===== config.mk =====
export PLATFORM = sky130hd
export DESIGN_NAME = per_key_count_limiter_table_top
export DESIGN_NICKNAME = d
export VERILOG_FILES = /design/src/rtl/pkclt_pkg.sv /design/src/rtl/pkclt_ram.sv /design/src/rtl/per_key_count_limiter_table_top.sv
export SDC_FILE = /design/constraint.sdc
export NUM_CORES = 2
export LEC_CHECK = 0
export ABC_AREA = 0
export ABC_CLOCK_PERIOD_IN_PS = 8400
export BUFFER_PORTS_ARGS = -buffer_cell sky130_fd_sc_hd__buf_2
export CORE_MARGIN = 3
export CORE_UTILIZATION = 50
export DETAILED_ROUTE_END_ITERATION = 10
export PLACE_DENSITY = 0.65
export SYNTH_ARGS = -nofsm -noshare
export SYNTH_HDL_FRONTEND = slang
export SYNTH_SLANG_ARGS = --single-unit

===== constraint.sdc =====
create_clock -name clk_i -period 8.4 [get_ports clk_i]
set_input_delay 2.52 -clock clk_i [delete_from_list [all_inputs] [get_ports clk_i]]
set_output_delay 2.52 -clock clk_i [all_outputs]
set_load 0.005 [all_outputs]

===== src/rtl/pkclt_pkg.sv =====
`timescale 1ns / 1ps
// ----------------------------------------------------------------------------
// pkclt_pkg
// Shared types and constants of the per-key count limiter table.
// ----------------------------------------------------------------------------
package pkclt_pkg;

  localparam int KEY_W             = 16;
  localparam int CNT_W             = 16;
  localparam int CHG_W             = 8;
  localparam int LIM_W             = 15;
  localparam int ENTRY_W           = 1 + KEY_W + CNT_W;
  localparam int DEF_TABLE_ENTRIES = 64;

  typedef enum logic [1:0] {
    ST_OK   = 2'd0,
    ST_OVER = 2'd1,
    ST_FULL = 2'd2
  } status_e;

  typedef enum logic [1:0] {
    S_CLEAR,
    S_IDLE,
    S_SCAN,
    S_UPDATE
  } state_e;

  // One table entry as it sits in the memory.
  typedef struct packed {
    logic             valid;
    logic [KEY_W-1:0] key;
    logic [CNT_W-1:0] count;
  } entry_t;

endpackage


===== src/rtl/pkclt_ram.sv =====
`timescale 1ns / 1ps
// ----------------------------------------------------------------------------
// pkclt_ram
// Generic single-write, single-read RAM with a registered read port.
// ----------------------------------------------------------------------------
module pkclt_ram #(
  parameter int WIDTH = 8,
  parameter int DEPTH = 64
) (
  input  logic                     clk_i,
  input  logic                     we_i,
  input  logic [$clog2(DEPTH)-1:0] waddr_i,
  input  logic [WIDTH-1:0]         wdata_i,
  input  logic                     re_i,
  input  logic [$clog2(DEPTH)-1:0] raddr_i,
  output logic [WIDTH-1:0]         rdata_o
);

  logic [WIDTH-1:0] mem [DEPTH];
  logic [WIDTH-1:0] rdata_q;

  always_ff @(posedge clk_i) begin
    if (we_i) begin
      mem[waddr_i] <= wdata_i;
    end
    if (re_i) begin
      rdata_q <= mem[raddr_i];
    end
  end

  assign rdata_o = rdata_q;

endmodule


===== src/rtl/per_key_count_limiter_table_top.sv =====
`timescale 1ns / 1ps
// ----------------------------------------------------------------------------
// per_key_count_limiter_table_top
// Table of user keys with signed task counts, charged and limited per request.
// ----------------------------------------------------------------------------
// Usage:
//   A request (user_key_i, charge_i, count_limit_i) is taken at a rising edge
//   with start high and busy low. busy stays high while the request is worked.
//   The table memory is scanned one entry per cycle through its single read
//   port and a single key comparator, and busy stays high through the scan
//   and the update step; the result is registered from the update step onto
//   status_o and count_after_o, marked by done_o for exactly one cycle.
//   A new request may be started in the cycle in which done_o is high; no
//   new request is taken while a request is worked.
//   The receiver cannot stall: each result is taken in its done_o cycle.
//   After reset the block sweeps the memory to mark every entry free, one
//   entry a cycle; busy is high meanwhile.
//   Free entries are taken lowest index first; an update to zero frees an entry.
// ----------------------------------------------------------------------------
module per_key_count_limiter_table_top
  import pkclt_pkg::*;
#(
  parameter int TABLE_ENTRIES = DEF_TABLE_ENTRIES
) (
  input  logic                    clk_i,
  input  logic                    rst_ni,
  input  logic                    start,
  output logic                    busy,
  input  logic [KEY_W-1:0]        user_key_i,
  input  logic signed [CHG_W-1:0] charge_i,
  input  logic [LIM_W-1:0]        count_limit_i,
  output logic                    done_o,
  output logic [1:0]              status_o,
  output logic signed [CNT_W-1:0] count_after_o
);

  localparam int IDX_W = $clog2(TABLE_ENTRIES);
  localparam logic [IDX_W-1:0] LAST_IDX = IDX_W'(TABLE_ENTRIES - 1);

  state_e state_q, state_d;

  logic [IDX_W-1:0] clr_idx_q, clr_idx_d;
  logic [IDX_W-1:0] rd_idx_q, rd_idx_d;
  logic             issue_q, issue_d;
  logic             cmp_vld_q, cmp_vld_d;
  logic [IDX_W-1:0] cmp_idx_q, cmp_idx_d;
  logic             hit_found_q, hit_found_d;
  logic [IDX_W-1:0] hit_idx_q, hit_idx_d;
  logic [CNT_W-1:0] hit_cnt_q, hit_cnt_d;
  logic             free_found_q, free_found_d;
  logic [IDX_W-1:0] free_idx_q, free_idx_d;
  logic             done_q, done_d;
  logic [1:0]       status_q, status_d;
  logic [CNT_W-1:0] after_q, after_d;

  logic [KEY_W-1:0] key_q;
  logic [CHG_W-1:0] chg_q;
  logic [LIM_W-1:0] lim_q;

  logic             ram_we;
  logic [IDX_W-1:0] ram_waddr;
  entry_t           ram_wdata;
  logic             ram_re;
  entry_t           ram_rdata;

  logic               accept;
  logic               key_match;
  logic signed [CNT_W:0] new_cnt;
  logic               over_lim;
  logic               sat_low;
  logic [CNT_W-1:0]   stored_cnt;

  assign accept = start && !busy;

  pkclt_ram #(
    .WIDTH (ENTRY_W),
    .DEPTH (TABLE_ENTRIES)
  ) u_ram (
    .clk_i   (clk_i),
    .we_i    (ram_we),
    .waddr_i (ram_waddr),
    .wdata_i (ram_wdata),
    .re_i    (ram_re),
    .raddr_i (rd_idx_q),
    .rdata_o (ram_rdata)
  );

  // The key comparator is the one unit the scan reuses on every entry.
  assign key_match = ram_rdata.valid && (ram_rdata.key == key_q);

  // Update arithmetic on the held count, one wider to see overflow.
  assign new_cnt  = $signed({hit_cnt_q[CNT_W-1], hit_cnt_q})
                  + $signed({{(CNT_W+1-CHG_W){chg_q[CHG_W-1]}}, chg_q});
  assign over_lim = new_cnt > $signed({2'b00, lim_q});
  assign sat_low  = new_cnt < $signed({1'b1, 1'b1, {(CNT_W-1){1'b0}}});
  assign stored_cnt = sat_low ? {1'b1, {(CNT_W-1){1'b0}}} : new_cnt[CNT_W-1:0];

  // Next state.
  always_comb begin
    state_d = state_q;
    case (state_q)
      S_CLEAR: begin
        if (clr_idx_q == LAST_IDX) state_d = S_IDLE;
      end
      S_IDLE: begin
        if (start) state_d = S_SCAN;
      end
      S_SCAN: begin
        if (cmp_vld_q && (cmp_idx_q == LAST_IDX)) state_d = S_UPDATE;
      end
      S_UPDATE: begin
        state_d = S_IDLE;
      end
      default: begin
        state_d = S_IDLE;
      end
    endcase
  end

  // Outputs and datapath control.
  always_comb begin
    busy         = (state_q != S_IDLE);
    clr_idx_d    = clr_idx_q;
    rd_idx_d     = rd_idx_q;
    issue_d      = 1'b0;
    cmp_vld_d    = 1'b0;
    cmp_idx_d    = cmp_idx_q;
    hit_found_d  = hit_found_q;
    hit_idx_d    = hit_idx_q;
    hit_cnt_d    = hit_cnt_q;
    free_found_d = free_found_q;
    free_idx_d   = free_idx_q;
    done_d       = 1'b0;
    status_d     = status_q;
    after_d      = after_q;
    ram_we       = 1'b0;
    ram_waddr    = clr_idx_q;
    ram_wdata    = '0;
    ram_re       = 1'b0;
    case (state_q)
      S_CLEAR: begin
        ram_we    = 1'b1;
        clr_idx_d = clr_idx_q + 1'b1;
      end
      S_IDLE: begin
        if (start) begin
          rd_idx_d     = '0;
          issue_d      = 1'b1;
          hit_found_d  = 1'b0;
          free_found_d = 1'b0;
        end
      end
      S_SCAN: begin
        if (issue_q) begin
          ram_re    = 1'b1;
          cmp_vld_d = 1'b1;
          cmp_idx_d = rd_idx_q;
          if (rd_idx_q != LAST_IDX) begin
            rd_idx_d = rd_idx_q + 1'b1;
            issue_d  = 1'b1;
          end
        end
        if (cmp_vld_q) begin
          if (key_match && !hit_found_q) begin
            hit_found_d = 1'b1;
            hit_idx_d   = cmp_idx_q;
            hit_cnt_d   = ram_rdata.count;
          end
          if (!ram_rdata.valid && !free_found_q) begin
            free_found_d = 1'b1;
            free_idx_d   = cmp_idx_q;
          end
        end
      end
      S_UPDATE: begin
        done_d = 1'b1;
        if (hit_found_q) begin
          ram_waddr = hit_idx_q;
          if (over_lim) begin
            status_d = ST_OVER;
            after_d  = hit_cnt_q;
          end else if (new_cnt == '0) begin
            // Count back to zero: the entry is freed.
            ram_we   = 1'b1;
            status_d = ST_OK;
            after_d  = '0;
          end else begin
            ram_we          = 1'b1;
            ram_wdata.valid = 1'b1;
            ram_wdata.key   = key_q;
            ram_wdata.count = stored_cnt;
            status_d        = ST_OK;
            after_d         = stored_cnt;
          end
        end else if (free_found_q) begin
          // New key: stored without a limit check.
          ram_we          = 1'b1;
          ram_waddr       = free_idx_q;
          ram_wdata.valid = 1'b1;
          ram_wdata.key   = key_q;
          ram_wdata.count = {{(CNT_W-CHG_W){chg_q[CHG_W-1]}}, chg_q};
          status_d        = ST_OK;
          after_d         = {{(CNT_W-CHG_W){chg_q[CHG_W-1]}}, chg_q};
        end else begin
          status_d = ST_FULL;
          after_d  = '0;
        end
      end
      default: begin
      end
    endcase
  end

  always_ff @(posedge clk_i or negedge rst_ni) begin
    if (!rst_ni) begin
      state_q      <= S_CLEAR;
      clr_idx_q    <= '0;
      rd_idx_q     <= '0;
      issue_q      <= 1'b0;
      cmp_vld_q    <= 1'b0;
      cmp_idx_q    <= '0;
      hit_found_q  <= 1'b0;
      hit_idx_q    <= '0;
      free_found_q <= 1'b0;
      free_idx_q   <= '0;
      done_q       <= 1'b0;
    end else begin
      state_q      <= state_d;
      clr_idx_q    <= clr_idx_d;
      rd_idx_q     <= rd_idx_d;
      issue_q      <= issue_d;
      cmp_vld_q    <= cmp_vld_d;
      cmp_idx_q    <= cmp_idx_d;
      hit_found_q  <= hit_found_d;
      hit_idx_q    <= hit_idx_d;
      free_found_q <= free_found_d;
      free_idx_q   <= free_idx_d;
      done_q       <= done_d;
    end
  end

  // Payload registers.
  always_ff @(posedge clk_i) begin
    if (accept) begin
      key_q <= user_key_i;
      chg_q <= charge_i;
      lim_q <= count_limit_i;
    end
    hit_cnt_q <= hit_cnt_d;
    status_q  <= status_d;
    after_q   <= after_d;
  end

  assign done_o        = done_q;
  assign status_o      = status_q;
  assign count_after_o = after_q;

`ifndef SYNTHESIS
  a_done_after_update: assert property (@(posedge clk_i) disable iff (!rst_ni)
    done_o |-> $past(state_q == S_UPDATE))
    else $error("result strobe without an update step");

  a_start_scans: assert property (@(posedge clk_i) disable iff (!rst_ni)
    accept |=> (state_q == S_SCAN) && issue_q && (rd_idx_q == '0))
    else $error("accepted request did not start a scan at entry zero");

  a_full_zero: assert property (@(posedge clk_i) disable iff (!rst_ni)
    (done_o && (status_o == ST_FULL)) |-> (count_after_o == '0))
    else $error("table full result carries a nonzero count");

  a_over_keeps: assert property (@(posedge clk_i) disable iff (!rst_ni)
    (state_q == S_UPDATE && hit_found_q && over_lim) |-> !ram_we)
    else $error("over limit request wrote the table");
`endif

endmodule

==> impl_metrics.xml <==
<?xml version="1.0" encoding="UTF-8"?>
<metrics>
  <group name="critical_path">
    <metric name="timing.critical_path.cells" unit="">ha_1 &gt; and2_1 &gt; nand4_1 &gt; a21oi_1 &gt; nor2_2 &gt; a311o_1 &gt; xnor2_1 &gt; ha_1 &gt; o21ai_0 &gt; a21oi_1 &gt; o31ai_1 &gt; nor2_1 &gt; o311ai_4 &gt; a21oi_4 &gt; buf_12 &gt; nor3b_2 &gt; buf_4</metric>
    <metric name="timing.critical_path.slowest_cell_delay" unit="ns">0.92</metric>
    <metric name="critical_path_arrival" unit="ns">6.96</metric>
    <metric name="crit_path_max_fanout" unit="">39</metric>
    <metric name="cp.required" unit="ns">8.87</metric>
    <metric name="crit_path_start_kind" unit="">register</metric>
    <metric name="criticalPathCategory" unit="">register to register</metric>
    <metric name="end_kind" unit="">register</metric>
    <metric name="crit_path_start" unit="">chg_q[7]</metric>
    <metric name="slowest_stage" unit="">sky130_fd_sc_hd__nor3b_2</metric>
    <metric name="timing.rr.start" unit="">chg_q[7]</metric>
  </group>
  <group name="die">
    <metric name="fp.dieArea" unit="µm²">180000</metric>
    <metric name="initial_core_util" unit="%">50.7</metric>
    <metric name="die_h" unit="µm">425</metric>
    <metric name="pin_count" unit="">62</metric>
    <metric name="fp.dieW" unit="µm">425</metric>
    <metric name="core-area" unit="µm²">173000</metric>
    <metric name="row_count" unit="">152</metric>
  </group>
  <group name="cells_and_area">
    <metric name="post_route_cells_drive_above_1_share" unit="%">32.7</metric>
    <metric name="final_common_cell" unit="">sky130_fd_sc_hd__edfxtp_1</metric>
    <metric name="fillerInstances" unit="">12269</metric>
    <metric name="most-common-layout-cells" unit="">sky130_fd_sc_hd__edfxtp_1, sky130_fd_sc_hd__mux4_2, sky130_fd_sc_hd__clkbuf_16</metric>
    <metric name="layout-area-overhead-vs-synth" unit="%">12.9</metric>
    <metric name="multi_input_comb_area" unit="µm²">19800</metric>
    <metric name="seqCellArea" unit="µm²">67500</metric>
    <metric name="final_net_count" unit="">3986</metric>
    <metric name="finish.cell_count_without_fillers" unit="">6417</metric>
  </group>
  <group name="synthesis">
    <metric name="synth_adder_area_share" unit="%">0.566</metric>
    <metric name="syn_inst" unit="">3671</metric>
    <metric name="synthSimpleGateAreaFrac" unit="%">1.50</metric>
    <metric name="synthDominantAreaCellType" unit="">sky130_fd_sc_hd__edfxtp_1</metric>
    <metric name="synth_area_per_cell" unit="µm²">23.9</metric>
    <metric name="post_synth_num_cell_types" unit="">69</metric>
    <metric name="ys_seq_area_share" unit="%">77.1</metric>
    <metric name="synth_xor_area_share" unit="%">0.340</metric>
    <metric name="ys_async_sr_fraction" unit="%">1.64</metric>
    <metric name="post_synth_mux_area_share" unit="%">18.1</metric>
    <metric name="synthesized_area_fraction_occupied_by_ao_oa_aoi_and_oai_cells" unit="%">1.31</metric>
    <metric name="main_combinational_cell_family_by_area_after_synthesis" unit="">multiplexers</metric>
    <metric name="netlist.area_leader.share" unit="%">76.0</metric>
    <metric name="mappedNetlistArea" unit="µm²">87600</metric>
    <metric name="synth.yosys.warnings" unit="">0</metric>
    <metric name="postSynthNetCount" unit="">3752</metric>
    <metric name="most_common_flop_cell_mapped_by_yosys" unit="">sky130_fd_sc_hd__edfxtp_1</metric>
    <metric name="edff_count_synth" unit="">2218</metric>
    <metric name="post_synth_main_area_contributors" unit="">sky130_fd_sc_hd__edfxtp_1, sky130_fd_sc_hd__mux4_2, sky130_fd_sc_hd__dfrtp_1, sky130_fd_sc_hd__ha_1, sky130_fd_sc_hd__clkbuf_1</metric>
    <metric name="postSynthRegisterBits" unit="">2255</metric>
  </group>
  <group name="timing">
    <metric name="worst_slack" unit="ns">1.90</metric>
    <metric name="slew_headroom" unit="%">10.4</metric>
    <metric name="timing.final.setup_violations" unit="">0</metric>
    <metric name="number_of_hold_violations_in_the_final_report" unit="">0</metric>
    <metric name="layout_worst_path_cycle_share" unit="%">77.3</metric>
    <metric name="fmax" unit="MHz">154</metric>
    <metric name="totalNegativeSetupSlack" unit="ns">0</metric>
    <metric name="unrepaired_setup_endpoints_after_global_routing" unit="">no</metric>
    <metric name="clock_skew" unit="ns">0.0526</metric>
    <metric name="final_period_minus_worst_setup_slack" unit="ns">6.50</metric>
    <metric name="timing_worst_slew_pin_value" unit="ns">1.34</metric>
    <metric name="slew_viol_final" unit="">0</metric>
  </group>
  <group name="routing">
    <metric name="post_drt_via_cell_ratio" unit="">6.24</metric>
    <metric name="drt_first_iter_violations" unit="">4783</metric>
    <metric name="dr_total_vias" unit="">40041</metric>
    <metric name="detail_route.first_pass.iterations" unit="">6</metric>
    <metric name="drc" unit="">0</metric>
    <metric name="drt-total-wl" unit="µm">204000</metric>
    <metric name="antenna_left" unit="">0</metric>
    <metric name="routedWlPerCell" unit="µm">31.9</metric>
  </group>
  <group name="place">
    <metric name="place_congestion" unit="">0.846</metric>
    <metric name="portBuffers" unit="">61</metric>
    <metric name="pre_cts_ws" unit="ns">1.95</metric>
    <metric name="place.detailed.instances" unit="">5996</metric>
    <metric name="dpl.hpwl" unit="µm">122000</metric>
  </group>
  <group name="clock_tree">
    <metric name="clock_latency_at_the_later_pin_of_the_worst_skew_pair" unit="ns">0.85</metric>
    <metric name="post_cts_hold_buffer_count" unit="">0</metric>
    <metric name="cts.clk_slew.worst_paths" unit="ns">0.07</metric>
    <metric name="post_cts_resized" unit="">0</metric>
    <metric name="cts.sink_count" unit="">2255</metric>
    <metric name="post_cts_repair_setup_buffers" unit="">0</metric>
    <metric name="tritoncts.num_buffers" unit="">216</metric>
    <metric name="ctsHtreeMaxLevel" unit="">4</metric>
    <metric name="clock_tree_from_tritoncts" unit="">done</metric>
    <metric name="ctsLongestPathBuffers" unit="">3</metric>
    <metric name="cts.root.buffer_cell" unit="">sky130_fd_sc_hd__clkbuf_16</metric>
  </group>
  <group name="power">
    <metric name="cellInternalPower" unit="mW">17.4</metric>
    <metric name="pwr_density_cell" unit="nW/µm²">218</metric>
    <metric name="power.share.combinational" unit="%">0.1</metric>
    <metric name="switchingPower" unit="mW">4.18</metric>
    <metric name="seq_power_share" unit="%">56.5</metric>
    <metric name="switching_share" unit="%">19.4</metric>
    <metric name="share_clk_of_total_power" unit="%">43.4</metric>
    <metric name="leakage" unit="nW">24.1</metric>
    <metric name="ir_drop" unit="mV">0.198</metric>
  </group>
  <group name="global_route">
    <metric name="global_route_wire_length_before_repair" unit="µm">297000</metric>
    <metric name="pin_count_of_the_biggest_net_entering_global_routing" unit="">140</metric>
    <metric name="track_usage" unit="%">23.0</metric>
    <metric name="grt_antenna_before_repair" unit="">19</metric>
    <metric name="number_of_global_route_vias_before_repair" unit="">40074</metric>
    <metric name="grt-ovfl-total" unit="">0</metric>
  </group>
  <group name="outcome">
    <metric name="status" unit="">finished, final reports clean</metric>
  </group>
  <group name="hold_path">
    <metric name="holdCritPathClass" unit="">register to register</metric>
    <metric name="hold_path.startpoint" unit="">u_ram.rdata_o[15]</metric>
  </group>
  <group name="flow_run">
    <metric name="max_cap_viols" unit="">0</metric>
  </group>
</metrics>
## area by class of cell
| type | count | area share [%] |
|---|---|---|
| Tap cell | 2310 | 2.92 |
| Clock buffer | 275 | 5.75 |
| Clock inverter | 130 | 1.21 |
| Multi-Input combinational cell | 1190 | 20.0 |
| Inverter | 37 | 0.140 |
| Timing Repair Buffer | 205 | 1.61 |
| Antenna cell | 15 | 0.0380 |
| Sequential cell | 2255 | 68.3 |
## power by group through the flow
| stage | Sequential [mW] | Clock (mW) | Combinational (mW) |
|---|---|---|---|
| final | 12.2 | 9.36 | 0.0163 |
| after global routing | 12.2 | 10.0 | 0.0180 |
| after CTS | 12.2 | 9.54 | 0.0170 |
| after detailed placement | 12.4 | 0 | 0.0168 |
| after global placement | 12.4 | 0 | 0.0166 |
| after floorplan | 12.4 | 0 | 0.000386 |
## kinds of logic (layout without fill, tap and decap cells)
family	count (synthesis)	count (layout)
AO/OA/AOI/OAI	156	156
XOR/XNOR	34	34
adder cells (fa/ha/maj)	39	39
buffers and inverters	226	647
flip-flops	2255	2255
multiplexers	714	714
other	0	15
AND/OR/NAND/NOR	247	247
## cells in the mapped netlist (11+ instances only)
| master | n |
|---|---|
| sky130_fd_sc_hd__nand2_1 | 57 |
| sky130_fd_sc_hd__ha_1 | 38 |
| sky130_fd_sc_hd__buf_4 | 14 |
| sky130_fd_sc_hd__a22o_1 | 12 |
| sky130_fd_sc_hd__o21ai_0 | 14 |
| sky130_fd_sc_hd__a31oi_1 | 11 |
| sky130_fd_sc_hd__nor3_1 | 44 |
| sky130_fd_sc_hd__mux4_2 | 693 |
| sky130_fd_sc_hd__dfrtp_1 | 37 |
| sky130_fd_sc_hd__buf_1 | 28 |
| sky130_fd_sc_hd__clkbuf_1 | 101 |
| sky130_fd_sc_hd__buf_2 | 44 |
| sky130_fd_sc_hd__mux2_2 | 20 |
| sky130_fd_sc_hd__xnor2_1 | 13 |
| sky130_fd_sc_hd__edfxtp_1 | 2218 |
| sky130_fd_sc_hd__nand3_1 | 39 |
| sky130_fd_sc_hd__nor2_1 | 31 |
| sky130_fd_sc_hd__a21oi_2 | 11 |
| sky130_fd_sc_hd__a21oi_1 | 26 |
| sky130_fd_sc_hd__inv_1 | 36 |
| sky130_fd_sc_hd__xor2_1 | 21 |
| sky130_fd_sc_hd__o21ai_1 | 16 |
| sky130_fd_sc_hd__nor3b_1 | 25 |
## per-layer routing
layer  global-route usage [%]  routed length (µm)  share of wire (%)  vias up
met1                     34.5               86300                 42    21829
met5                        0                  13             0.0064        -
li1                         -                   -                  -    16346
met3                     4.40               15000                7.4      246
met2                     35.3               98400                 48     1618
met4                     6.04                4770                2.3        2
## critical path, delay by kind of cell, from the launching register on
family	cells	cell delay, ns
buf+inv	2	0.83
flops	1	0.60
fa+ha+maj	2	0.81
simple gates	5	1.50
compound gates	7	1.81
xor+xnor	1	0.45
## sequential cells by signal, indices dropped and copies added (netlist names), 2 cells and up
signal,cells
u_ram.mem,2112
u_ram.rdata_o,33
count_after_o,16
hit_cnt_q,16
key_q,16
lim_q,15
chg_q,8
clr_idx_q,6
cmp_idx_q,6
free_idx_q,6
hit_idx_q,6
rd_idx_q,6
state_q,2
status_o,2
## per-stage QoR
step	utilization, %	power [mW]	hold WS (ns)	cell area, µm²
4_1_cts	57.2	21.7	0.411	98800
2_1_floorplan	-	12.4	0.400	87600
3_5_place_dp	53.2	12.4	0.406	92000
5_1_grt	57.2	22.2	0.427	98900
6_report	57.2	21.5	0.423	98900
3_3_place_gp	53.2	12.4	0.404	92000
## path summary, 6_finish.rpt
path | slack (ns) | to | cells past startpoint
max | 1.90 | u_ram.mem[42][19] | 17
min | 0.42 | hit_cnt_q[15] | 0
min reg2reg | 0.42 | hit_cnt_q[15] | 0
max reg2reg | 1.90 | u_ram.mem[42][19] | 17
min in group asynchronous | 1.79 | rd_idx_q[3] | 1
max in group asynchronous | 5.98 | rd_idx_q[1] | 1
(Power assumes the default switching activity.)
